==> src/rtl/assert_macros.svh <==
// Assertion macros shared by the TCP receive checker RTL.
// Depends on nothing; included by the modules that carry assertions.
`ifndef ASSERT_MACROS_SVH
`define ASSERT_MACROS_SVH

// Condition that must hold at every clock edge outside reset.
`define ASSERT_ALWAYS(label, clk, rst, cond, msg) \
   label: assert property (@(posedge clk) disable iff (rst) (cond)) else $error(msg);

// Implication checked from one edge to the next.
`define ASSERT_NEXT(label, clk, rst, ante, cons, msg) \
   label: assert property (@(posedge clk) disable iff (rst) (ante) |=> (cons)) else $error(msg);

// Implication checked at the same edge.
`define ASSERT_SAME(label, clk, rst, ante, cons, msg) \
   label: assert property (@(posedge clk) disable iff (rst) (ante) |-> (cons)) else $error(msg);

`endif

==> src/rtl/tsc_pkg.sv <==
// Shared types, constants and one's-complement helpers for the TCP receive checker.
// Depends on nothing; used by every module of the block.
`timescale 1ns / 1ps
`default_nettype none

package tsc_pkg;

   localparam int HEADER_BYTES = 20;
   localparam int QUEUE_DEPTH  = 2;
   localparam int QPTR_W       = (QUEUE_DEPTH > 1) ? $clog2(QUEUE_DEPTH) : 1;
   localparam int QCNT_W       = $clog2(QUEUE_DEPTH + 1);
   localparam int CSR_INDEX_W  = 3;
   localparam int CSR_DATA_W   = 64;

   localparam logic [3:0]  OFFSET_MIN   = 4'd5;
   localparam logic [7:0]  FLAGS_MASK   = 8'h3F;
   localparam logic [15:0] TCP_PROTOCOL = 16'd6;
   localparam logic [15:0] SUM_ALL_ONES = 16'hFFFF;

   typedef enum logic [CSR_INDEX_W-1:0] {
      CSR_IP_MODE  = 3'd0,
      CSR_SRC_HIGH = 3'd1,
      CSR_SRC_LOW  = 3'd2,
      CSR_DST_HIGH = 3'd3,
      CSR_DST_LOW  = 3'd4
   } csr_index_type;

   typedef enum logic [1:0] {
      ST_OK         = 2'd0,
      ST_SHORT      = 2'd1,
      ST_BAD_OFFSET = 2'd2,
      ST_BEYOND     = 2'd3
   } status_type;

   typedef struct packed {
      logic [7:0] byte_value;
      logic       last_byte;
   } req_payload_type;

   typedef struct packed {
      logic [15:0] source_port;
      logic [15:0] dest_port;
      logic [31:0] sequence_number;
      logic [31:0] ack_number;
      logic [5:0]  tcp_flags;
      logic [15:0] window_size;
      logic [15:0] header_checksum;
      logic [15:0] urgent_ptr;
      logic [5:0]  header_length;
      logic [1:0]  parse_status;
      logic        checksum_valid;
   } rsp_payload_type;

   typedef struct packed {
      logic        ip_v6;
      logic [63:0] src_high;
      logic [63:0] src_low;
      logic [63:0] dst_high;
      logic [63:0] dst_low;
   } cfg_type;

   // One finished segment handed from the byte front end to the result stage.
   typedef struct packed {
      logic [15:0]                   data_sum;
      logic [31:0]                   byte_count;
      logic [HEADER_BYTES-1:0][7:0] header;
   } seg_rec_type;

   // Two-operand one's-complement add with end-around carry.
   function automatic logic [15:0] oc_add(input logic [15:0] a, input logic [15:0] b);
      logic [16:0] s;
      s = {1'b0, a} + {1'b0, b};
      return s[15:0] + 16'(s[16]);
   endfunction

   // Folds a sum of up to eight 16-bit words back into one's-complement form.
   function automatic logic [15:0] fold19(input logic [18:0] s);
      logic [16:0] t;
      t = {1'b0, s[15:0]} + 17'(s[18:16]);
      return t[15:0] + 16'(t[16]);
   endfunction

   // Sum of the 16-bit words of a 64-bit address part; the upper half only when enabled.
   function automatic logic [15:0] addr_sum(input logic [63:0] v, input logic upper_en);
      logic [18:0] s;
      s = 19'(v[15:0]) + 19'(v[31:16]);
      if (upper_en) begin
         s = s + 19'(v[47:32]) + 19'(v[63:48]);
      end
      return fold19(s);
   endfunction

endpackage

`default_nettype wire

==> src/rtl/tsc_front.sv <==
// Byte front end: running one's-complement sum, byte count and header capture.
// Depends on tsc_pkg; pushes one record per segment into tsc_queue.
`timescale 1ns / 1ps
`default_nettype none

module tsc_front (
   input  wire logic                      clock,
   input  wire logic                      reset,
   input  wire logic                      req_valid,
   output logic                           req_ready,
   input  wire tsc_pkg::req_payload_type  req_payload,
   output logic                           push_valid,
   input  wire logic                      push_ready,
   output tsc_pkg::seg_rec_type           push_data
);

   logic [15:0]                            sum_ff, sum_in;
   logic [7:0]                             hold_ff, hold_in;
   logic                                   odd_ff, odd_in;
   logic [31:0]                            count_ff, count_in;
   logic [tsc_pkg::HEADER_BYTES-1:0][7:0] hdr_ff, hdr_in;
   logic [15:0]                            word;
   logic [15:0]                            sum_add;
   logic [31:0]                            count_next;
   logic                                   accept;

   assign req_ready = push_ready;
   assign accept    = req_valid && req_ready;

   // A byte in the even position becomes the high half, padded with zero
   // in case the segment ends on it.
   assign word       = odd_ff ? {hold_ff, req_payload.byte_value}
                              : {req_payload.byte_value, 8'h00};
   assign sum_add    = tsc_pkg::oc_add(sum_ff, word);
   assign count_next = (&count_ff) ? count_ff : count_ff + 32'd1;

   always_comb begin
      hdr_in = hdr_ff;
      for (int i = 0; i < tsc_pkg::HEADER_BYTES; i++) begin
         if (count_ff == 32'(i)) begin
            hdr_in[i] = req_payload.byte_value;
         end
      end
   end

   always_comb begin
      sum_in   = sum_ff;
      hold_in  = hold_ff;
      odd_in   = odd_ff;
      count_in = count_ff;
      if (accept) begin
         if (req_payload.last_byte) begin
            sum_in   = '0;
            hold_in  = '0;
            odd_in   = 1'b0;
            count_in = '0;
         end else begin
            count_in = count_next;
            if (odd_ff) begin
               sum_in = sum_add;
               odd_in = 1'b0;
            end else begin
               hold_in = req_payload.byte_value;
               odd_in  = 1'b1;
            end
         end
      end
   end

   assign push_valid           = req_valid && req_payload.last_byte;
   assign push_data.data_sum   = sum_add;
   assign push_data.byte_count = count_next;
   assign push_data.header     = hdr_in;

   always_ff @(posedge clock) begin
      if (reset) begin
         sum_ff   <= '0;
         hold_ff  <= '0;
         odd_ff   <= 1'b0;
         count_ff <= '0;
      end else begin
         sum_ff   <= sum_in;
         hold_ff  <= hold_in;
         odd_ff   <= odd_in;
         count_ff <= count_in;
      end
   end

   always_ff @(posedge clock) begin
      if (accept) begin
         hdr_ff <= hdr_in;
      end
   end

endmodule

`default_nettype wire

==> src/rtl/tsc_queue.sv <==
// Short queue of segment records between the byte front end and the result stage.
// Depends on tsc_pkg and assert_macros.svh.
`timescale 1ns / 1ps
`default_nettype none

`include "assert_macros.svh"

module tsc_queue (
   input  wire logic                  clock,
   input  wire logic                  reset,
   input  wire logic                  push_valid,
   output logic                       push_ready,
   input  wire tsc_pkg::seg_rec_type  push_data,
   output logic                       pop_valid,
   input  wire logic                  pop_ready,
   output tsc_pkg::seg_rec_type       pop_data
);

   tsc_pkg::seg_rec_type              entry_ff [tsc_pkg::QUEUE_DEPTH];
   logic [tsc_pkg::QPTR_W-1:0]        wr_ptr_ff, wr_ptr_in;
   logic [tsc_pkg::QPTR_W-1:0]        rd_ptr_ff, rd_ptr_in;
   logic [tsc_pkg::QCNT_W-1:0]        count_ff, count_in;
   logic                              push;
   logic                              pop;

   assign push_ready = (count_ff != tsc_pkg::QCNT_W'(tsc_pkg::QUEUE_DEPTH));
   assign pop_valid  = (count_ff != '0);
   assign pop_data   = entry_ff[rd_ptr_ff];
   assign push       = push_valid && push_ready;
   assign pop        = pop_valid && pop_ready;

   always_comb begin
      wr_ptr_in = wr_ptr_ff;
      rd_ptr_in = rd_ptr_ff;
      count_in  = count_ff;
      if (push) begin
         wr_ptr_in = (wr_ptr_ff == tsc_pkg::QPTR_W'(tsc_pkg::QUEUE_DEPTH - 1))
                     ? '0 : wr_ptr_ff + 1'b1;
      end
      if (pop) begin
         rd_ptr_in = (rd_ptr_ff == tsc_pkg::QPTR_W'(tsc_pkg::QUEUE_DEPTH - 1))
                     ? '0 : rd_ptr_ff + 1'b1;
      end
      if (push && !pop) begin
         count_in = count_ff + 1'b1;
      end else if (pop && !push) begin
         count_in = count_ff - 1'b1;
      end
   end

   always_ff @(posedge clock) begin
      if (reset) begin
         wr_ptr_ff <= '0;
         rd_ptr_ff <= '0;
         count_ff  <= '0;
      end else begin
         wr_ptr_ff <= wr_ptr_in;
         rd_ptr_ff <= rd_ptr_in;
         count_ff  <= count_in;
      end
   end

   always_ff @(posedge clock) begin
      if (push) begin
         entry_ff[wr_ptr_ff] <= push_data;
      end
   end

   `ASSERT_ALWAYS(a_count_bound, clock, reset, count_ff <= tsc_pkg::QCNT_W'(tsc_pkg::QUEUE_DEPTH), "queue count beyond depth")
   `ASSERT_NEXT(a_push_grows, clock, reset, push && !pop, count_ff == $past(count_ff) + 1'b1, "push without pop did not grow the queue")
   `ASSERT_SAME(a_empty_ptrs, clock, reset, count_ff == '0, wr_ptr_ff == rd_ptr_ff, "empty queue with pointers apart")

endmodule

`default_nettype wire

==> src/rtl/tsc_back.sv <==
// Result stage: pseudo-header sum, header parse and the registered result.
// Depends on tsc_pkg and assert_macros.svh; fed by tsc_queue.
`timescale 1ns / 1ps
`default_nettype none

`include "assert_macros.svh"

module tsc_back (
   input  wire logic                      clock,
   input  wire logic                      reset,
   input  wire tsc_pkg::cfg_type          cfg,
   input  wire logic                      pop_valid,
   output logic                           pop_ready,
   input  wire tsc_pkg::seg_rec_type      pop_data,
   output logic                           rsp_valid,
   input  wire logic                      rsp_ready,
   output tsc_pkg::rsp_payload_type       rsp_payload
);

   typedef struct packed {
      logic [15:0]              src_high_sum;
      logic [15:0]              src_low_sum;
      logic [15:0]              dst_high_sum;
      logic [15:0]              dst_low_sum;
      logic [15:0]              data_sum;
      logic                     long_enough;
      tsc_pkg::rsp_payload_type fields;
   } stage_type;

   stage_type                         s1_ff, s1_in;
   logic                              s1_valid_ff, s1_valid_in;
   logic                              s1_ready;
   tsc_pkg::rsp_payload_type          out_ff, out_in;
   logic                              out_valid_ff, out_valid_in;
   logic                              out_ready;
   logic [tsc_pkg::HEADER_BYTES-1:0][7:0] hdr;
   logic [31:0]                       len;
   logic [3:0]                        offs;
   logic [5:0]                        hlen;
   logic [18:0]                       data_raw;
   logic [18:0]                       total_raw;
   logic [15:0]                       total;

   assign out_ready = !out_valid_ff || rsp_ready;
   assign s1_ready  = !s1_valid_ff || out_ready;
   assign pop_ready = s1_ready;

   assign hdr  = pop_data.header;
   assign len  = pop_data.byte_count;
   assign offs = hdr[12][7:4];
   assign hlen = {offs, 2'b00};

   // The IPv6 pseudo-header carries the full 32-bit length, IPv4 only its low half.
   assign data_raw = 19'(pop_data.data_sum) + 19'(len[15:0]) + 19'(tsc_pkg::TCP_PROTOCOL)
                   + (cfg.ip_v6 ? 19'(len[31:16]) : 19'd0);

   always_comb begin
      s1_in = '0;
      s1_in.src_high_sum = tsc_pkg::addr_sum(cfg.ip_v6 ? cfg.src_high : 64'd0, 1'b1);
      s1_in.dst_high_sum = tsc_pkg::addr_sum(cfg.ip_v6 ? cfg.dst_high : 64'd0, 1'b1);
      s1_in.src_low_sum  = tsc_pkg::addr_sum(cfg.src_low, cfg.ip_v6);
      s1_in.dst_low_sum  = tsc_pkg::addr_sum(cfg.dst_low, cfg.ip_v6);
      s1_in.data_sum     = tsc_pkg::fold19(data_raw);
      s1_in.long_enough  = (len >= 32'(tsc_pkg::HEADER_BYTES));
      if (!s1_in.long_enough) begin
         s1_in.fields.parse_status = tsc_pkg::ST_SHORT;
      end else if (offs < tsc_pkg::OFFSET_MIN) begin
         s1_in.fields.parse_status = tsc_pkg::ST_BAD_OFFSET;
      end else if (32'(hlen) > len) begin
         s1_in.fields.parse_status = tsc_pkg::ST_BEYOND;
      end else begin
         s1_in.fields.parse_status    = tsc_pkg::ST_OK;
         s1_in.fields.source_port     = {hdr[0], hdr[1]};
         s1_in.fields.dest_port       = {hdr[2], hdr[3]};
         s1_in.fields.sequence_number = {hdr[4], hdr[5], hdr[6], hdr[7]};
         s1_in.fields.ack_number      = {hdr[8], hdr[9], hdr[10], hdr[11]};
         s1_in.fields.tcp_flags       = 6'(hdr[13] & tsc_pkg::FLAGS_MASK);
         s1_in.fields.window_size     = {hdr[14], hdr[15]};
         s1_in.fields.header_checksum = {hdr[16], hdr[17]};
         s1_in.fields.urgent_ptr      = {hdr[18], hdr[19]};
         s1_in.fields.header_length   = hlen;
      end
   end

   assign total_raw = 19'(s1_ff.src_high_sum) + 19'(s1_ff.src_low_sum)
                    + 19'(s1_ff.dst_high_sum) + 19'(s1_ff.dst_low_sum)
                    + 19'(s1_ff.data_sum);
   assign total     = tsc_pkg::fold19(total_raw);

   always_comb begin
      out_in                = s1_ff.fields;
      out_in.checksum_valid = (total == tsc_pkg::SUM_ALL_ONES) && s1_ff.long_enough;
   end

   assign s1_valid_in  = s1_ready ? pop_valid : s1_valid_ff;
   assign out_valid_in = out_ready ? s1_valid_ff : out_valid_ff;

   always_ff @(posedge clock) begin
      if (reset) begin
         s1_valid_ff  <= 1'b0;
         out_valid_ff <= 1'b0;
      end else begin
         s1_valid_ff  <= s1_valid_in;
         out_valid_ff <= out_valid_in;
      end
   end

   always_ff @(posedge clock) begin
      if (s1_ready) begin
         s1_ff <= s1_in;
      end
      if (out_ready) begin
         out_ff <= out_in;
      end
   end

   assign rsp_valid   = out_valid_ff;
   assign rsp_payload = out_ff;

   `ASSERT_NEXT(a_stage_holds, clock, reset, s1_valid_ff && !s1_ready, s1_valid_ff && $stable(s1_ff), "stalled sum stage lost its segment")

endmodule

`default_nettype wire

==> src/rtl/tcp_segment_rx_check.sv <==
// Top level of the TCP receive checker: configuration registers and the three parts.
// Depends on tsc_pkg, tsc_front, tsc_queue and tsc_back.
//
//   Port group   Direction   Handshake          Moves
//   req_*        in          valid / ready      one segment byte per request
//   rsp_*        out         valid / ready      one parsed result per segment
//   csr_*        in          write enable only  address and protocol registers
//
// One byte is taken every cycle while the record queue has room.
// A segment's record passes through the queue and the sum stage before its result is registered.
// The two-entry record queue and the registered result let bytes keep flowing
// while a result waits for rsp_ready; a full queue drops req_ready.
// Synchronous reset clears the registers, the running sum and the queue.
`timescale 1ns / 1ps
`default_nettype none

module tcp_segment_rx_check (
   input  wire logic                                clock,
   input  wire logic                                reset,
   input  wire logic                                req_valid,
   output logic                                     req_ready,
   input  wire tsc_pkg::req_payload_type            req_payload,
   output logic                                     rsp_valid,
   input  wire logic                                rsp_ready,
   output tsc_pkg::rsp_payload_type                 rsp_payload,
   input  wire logic                                csr_wr_en,
   input  wire logic [tsc_pkg::CSR_INDEX_W-1:0]     csr_index,
   input  wire logic [tsc_pkg::CSR_DATA_W-1:0]      csr_wdata
);

   tsc_pkg::cfg_type      cfg_ff, cfg_in;
   logic                  push_valid;
   logic                  push_ready;
   tsc_pkg::seg_rec_type  push_data;
   logic                  pop_valid;
   logic                  pop_ready;
   tsc_pkg::seg_rec_type  pop_data;

   always_comb begin
      cfg_in = cfg_ff;
      if (csr_wr_en) begin
         unique case (csr_index)
            tsc_pkg::CSR_IP_MODE:  cfg_in.ip_v6    = csr_wdata[0];
            tsc_pkg::CSR_SRC_HIGH: cfg_in.src_high = csr_wdata;
            tsc_pkg::CSR_SRC_LOW:  cfg_in.src_low  = csr_wdata;
            tsc_pkg::CSR_DST_HIGH: cfg_in.dst_high = csr_wdata;
            tsc_pkg::CSR_DST_LOW:  cfg_in.dst_low  = csr_wdata;
            default: begin
            end
         endcase
      end
   end

   always_ff @(posedge clock) begin
      if (reset) begin
         cfg_ff <= '0;
      end else begin
         cfg_ff <= cfg_in;
      end
   end

   tsc_front u_front (
      .clock       (clock),
      .reset       (reset),
      .req_valid   (req_valid),
      .req_ready   (req_ready),
      .req_payload (req_payload),
      .push_valid  (push_valid),
      .push_ready  (push_ready),
      .push_data   (push_data)
   );

   tsc_queue u_queue (
      .clock      (clock),
      .reset      (reset),
      .push_valid (push_valid),
      .push_ready (push_ready),
      .push_data  (push_data),
      .pop_valid  (pop_valid),
      .pop_ready  (pop_ready),
      .pop_data   (pop_data)
   );

   tsc_back u_back (
      .clock       (clock),
      .reset       (reset),
      .cfg         (cfg_ff),
      .pop_valid   (pop_valid),
      .pop_ready   (pop_ready),
      .pop_data    (pop_data),
      .rsp_valid   (rsp_valid),
      .rsp_ready   (rsp_ready),
      .rsp_payload (rsp_payload)
   );

endmodule

`default_nettype wire

==> config.mk <==
export PLATFORM = sky130hd
export DESIGN_NAME = tcp_segment_rx_check
export DESIGN_NICKNAME = d
export VERILOG_FILES = /design/src/rtl/tsc_pkg.sv /design/src/rtl/tsc_front.sv /design/src/rtl/tsc_queue.sv /design/src/rtl/tsc_back.sv /design/src/rtl/tcp_segment_rx_check.sv
export VERILOG_INCLUDE_DIRS = /design/src /design/src/rtl
export SDC_FILE = /design/constraint.sdc
export NUM_CORES = 2
export LEC_CHECK = 0
export ABC_AREA = 1
export BUFFER_PORTS_ARGS = -buffer_cell sky130_fd_sc_hd__buf_2
export CAP_MARGIN = 25
export CORE_MARGIN = 4
export CORE_UTILIZATION = 55
export DETAILED_ROUTE_END_ITERATION = 8
export PLACE_DENSITY = 0.77
export SYNTH_ARGS = -nofsm -noshare
export SYNTH_HDL_FRONTEND = slang
export SYNTH_SLANG_ARGS = --single-unit
==> constraint.sdc <==
create_clock -name clock -period 13.6 [get_ports clock]
set_input_delay 2.72 -clock clock [delete_from_list [all_inputs] [get_ports clock]]
set_output_delay 2.72 -clock clock [all_outputs]
set_load 0.02 [all_outputs]
==> impl_results.md <==
* DR iter-0 viols at 5034
* DR top layer: met5
* FF-to-FF Start: cfg_ff[256]
* Synth cell count leaders: nand2_1, edfxtp_1, inv_1, a21oi_1, nor2_1
* DRT Pass-1 Iters at 9
* Pre-CTS WS at 4.43 ns
* Starting density of the core at 0.554
* Syn avg cell area at 9.15 sq um
* Layout cell share with drive strength beyond 1 at 0.0818
* I/O pin count at 242
* Yosys cell types at 62
* RSZ-0062 raised after global routing: false
* Multi-input gate area at 26000 sq um
* Synth Warn # at 0
* Worst slew pin tran at 1.11 ns
* Largest net degree at the start of global routing at 180
* Slew headroom at 0.263
* R2R cell count at 50
* Worst-skew pair later-pin latency at 0.76 ns
* Leak pwr at 0.0318 uW
* Crit path max fanout at 80
* Grt total ovfl at 0
* Setup crit start kind: flop
* CP max stage cell: buf_4
* Final setup vio count at 0
* Worst VDD drop at 0.167 mV
* Wire length on met2 at 75900 microns
* CTS root buf: clkbuf_16
* Top-area cell type share of the netlist area at 0.437
* Worst EP arrival at 9.82 ns
* Final Util at 0.615
* TritonCTS clock tree: done
* Fin nets at 7788
* Hold path cells at 0
* Routed via count at 49799
* Post-cts hold buffer count at 0
* R2R Setup Slk at 4.26 ns
* Clk pin slew, worst setup/hold paths at 0.06 ns
* Delay-heaviest family, CP: simple AND/OR/NAND/NOR gates
* CTS resizes at 0
* Longest Clk Path Bufs at 3
* Min Hold Slack at 0.407 ns
* Mux cell area share after synthesis at 0.00382
* Gpl congestion at 0.935
* Initial antenna violation count at 4
* Vias in the first global route at 47155
* Final period utilization at 0.687
* CP required at 14.08 ns
* Seq. cell area at 35000 sq um
* Synth top area cells: edfxtp_1, nand2_1, dfxtp_1, inv_1, ha_1
* WL met1 at 73700 microns
* Status: complete, no violations
* Fin. Hold Viols at 0
* Final std cell area, no fill at 72700 sq um
* Row count at 126
* Wire length per cell at 19.0 microns
* Area grow syn2layout at 11.0%
* Post-synth ARST share at 0
* # Max-Cap Violations at 0
* Kind of critical path: flop to flop
* # fillers at 9532
* # DRC at 0
* Hold Path Origin: u_back.out_in[110]
* #FFs+latches synth at 1273
* Leading area contributor after synthesis: edfxtp_1
* Post-DR vias/cell at 5.55
* Simple-gate area share of the yosys netlist at 0.201
* Die area at 125000 sq um
* EDFF count, synth at 952
* Largest family of logic cells by synthesized area: simple AND/OR/NAND/NOR gates
* Post-Synth XOR/XNOR Area at 0.0267
* Final ANT Viol Nets at 0
* Max frequency at 107 MHz
* First-pass GRT wire length at 266000 microns
* Gr usage total at 0.269
* Critical Path End Type: flop
* Synth Instances at 7154
* Clock Skew at 0.0430 ns
* N_diodes at 0
* Synth Area in Adders at 0.0850
* Placed instance area at 68000 sq um
* Die span in x at 353 microns
* Register area share after synthesis at 0.535
* Final wirelength at 171000 microns
* IO Port Bufs at 239
* DIE HEIGHT at 353 microns
* Buf/Inv on CP at 7
* Clock sink count at 1273
* Slowest stage delay, CP at 0.77 ns
* Dpl hpwl at 118000 microns
* Compound-gate portion of the synthesized area at 0.0791
* Final WS setup at 4.26 ns
* Setup Fix Bufs, Post-CTS at 0
* Htree depth at 4
* Most frequent cell after synthesis: nand2_1
* Post-synthesis cell area at 65400 sq um
* Max-slew violations at 0
* Worst R2R End: u_back.s1_ff[204]
* Most used cell, CP: nand2_1
* Core box area at 118000 sq um
* Clock period minus worst slack at 9.34 ns
* Setup TNS Final at 0 ns
* Top FF cell, synth: edfxtp_1
* Hold crit path type: flop to flop
* Hold Path End: u_back.rsp_payload[110]
* PD cells at 185 nW/um^2
* Routed met3 length at 15500 microns
* TritonCTS Buffers at 134
-- kinds of logic after synthesis --
family	Yosys count
AOI/OAI and AO/OA	962
xor gates and xnor gates	194
adders and majority gates	376
buffers and inverters	1183
DFF	1273
muxes	25
other	1
and+or+nand+nor	3140
-- how the worst max path moves through the flow --
stage | from | end | slack [ns] | cells after the start
6_report | cfg_ff[256] | u_back.s1_ff[204] | 4.26 | 50
4_1_cts | cfg_ff[256] | u_back.s1_ff[204] | 4.34 | 50
3_5_place_dp | cfg_ff[256] | u_back.s1_ff[204] | 4.43 | 50
5_1_grt | cfg_ff[256] | u_back.s1_ff[204] | 3.23 | 50
2_1_floorplan | req_valid | u_queue.entry_ff[1][0] | 1.39 | 4
3_3_place_gp | cfg_ff[256] | u_back.s1_ff[206] | 4.66 | 51
-- cell usage in the layout (no fill, tap or decap), drive strengths merged, types with 2 or more instances in the layout --
master / Yosys / final
dfxtp: 321 / 321
ha: 262 / 262
a22oi: 2 / 2
edfxtp: 952 / 952
o21a: 11 / 11
nand3: 319 / 319
or2: 19 / 19
o2111ai: 2 / 2
mux2i: 25 / 25
o21bai: 24 / 24
fa: 114 / 114
a211oi: 64 / 64
a221oi: 3 / 3
nand4: 178 / 178
nor3: 68 / 68
conb: 1 / 2
clkbuf: 201 / 167
a31oi: 2 / 2
xor2: 129 / 129
and2: 9 / 9
inv: 936 / 946
nand2: 2095 / 2095
nor4: 16 / 16
bufinv: 0 / 15
a21boi: 7 / 7
buf: 42 / 283
and3: 2 / 2
clkinvlp: 0 / 3
a21oi: 568 / 568
o22ai: 8 / 8
o21ai: 256 / 256
nor3b: 2 / 2
a21o: 12 / 12
clkinv: 4 / 50
nand3b: 25 / 25
xnor2: 65 / 65
nor2: 407 / 407
-- per-layer routing --
layer  up-vias  GRT usage
li1      24044          -
met5         -          0
met1     23432      0.383
met2      1994      0.411
met4         4     0.0923
met3       325     0.0579
-- state kept, by name, summed over array words and instances (netlist names), named ones only --
register and flops:
u_queue.count_ff 2, u_back.s1_valid_ff 1, u_front.count_ff 32, u_back.rsp_payload 157, u_front.hdr_ff 154, u_back.rsp_valid 1, u_front.odd_ff 1, cfg_ff 257
u_back.out_in 156, u_queue.entry_ff 404, u_back.s1_ff 81, u_queue.rd_ptr_ff 1, u_front.sum_ff 16, u_queue.wr_ptr_ff 1, u_front.hold_ff 8
-- per-stage QoR --
stage,std cells,total power (uW)
final,8972,13400
after global routing,8972,14200
after CTS,8969,13500
after detailed placement,8728,9660
after global placement,8727,9550
after floorplan,7155,8470
-- area by class of cell --
type | count | area share
Sequential cell | 1273 | 0.482
Multi-Input combinational cell | 4699 | 0.358
Clock buffer | 167 | 0.0491
Inverter | 940 | 0.0487
Tap cell | 1536 | 0.0264
Timing Repair Buffer | 283 | 0.0223
Clock inverter | 74 | 0.0138
-- where the power goes --
part           total [uW]  internal, uW  switching (uW)
Sequential           5530          5220             313
Combinational        4120          1240            2880
Clock                3770          2190            1580
No activity file was read; power rests on OpenSTA's default activity.
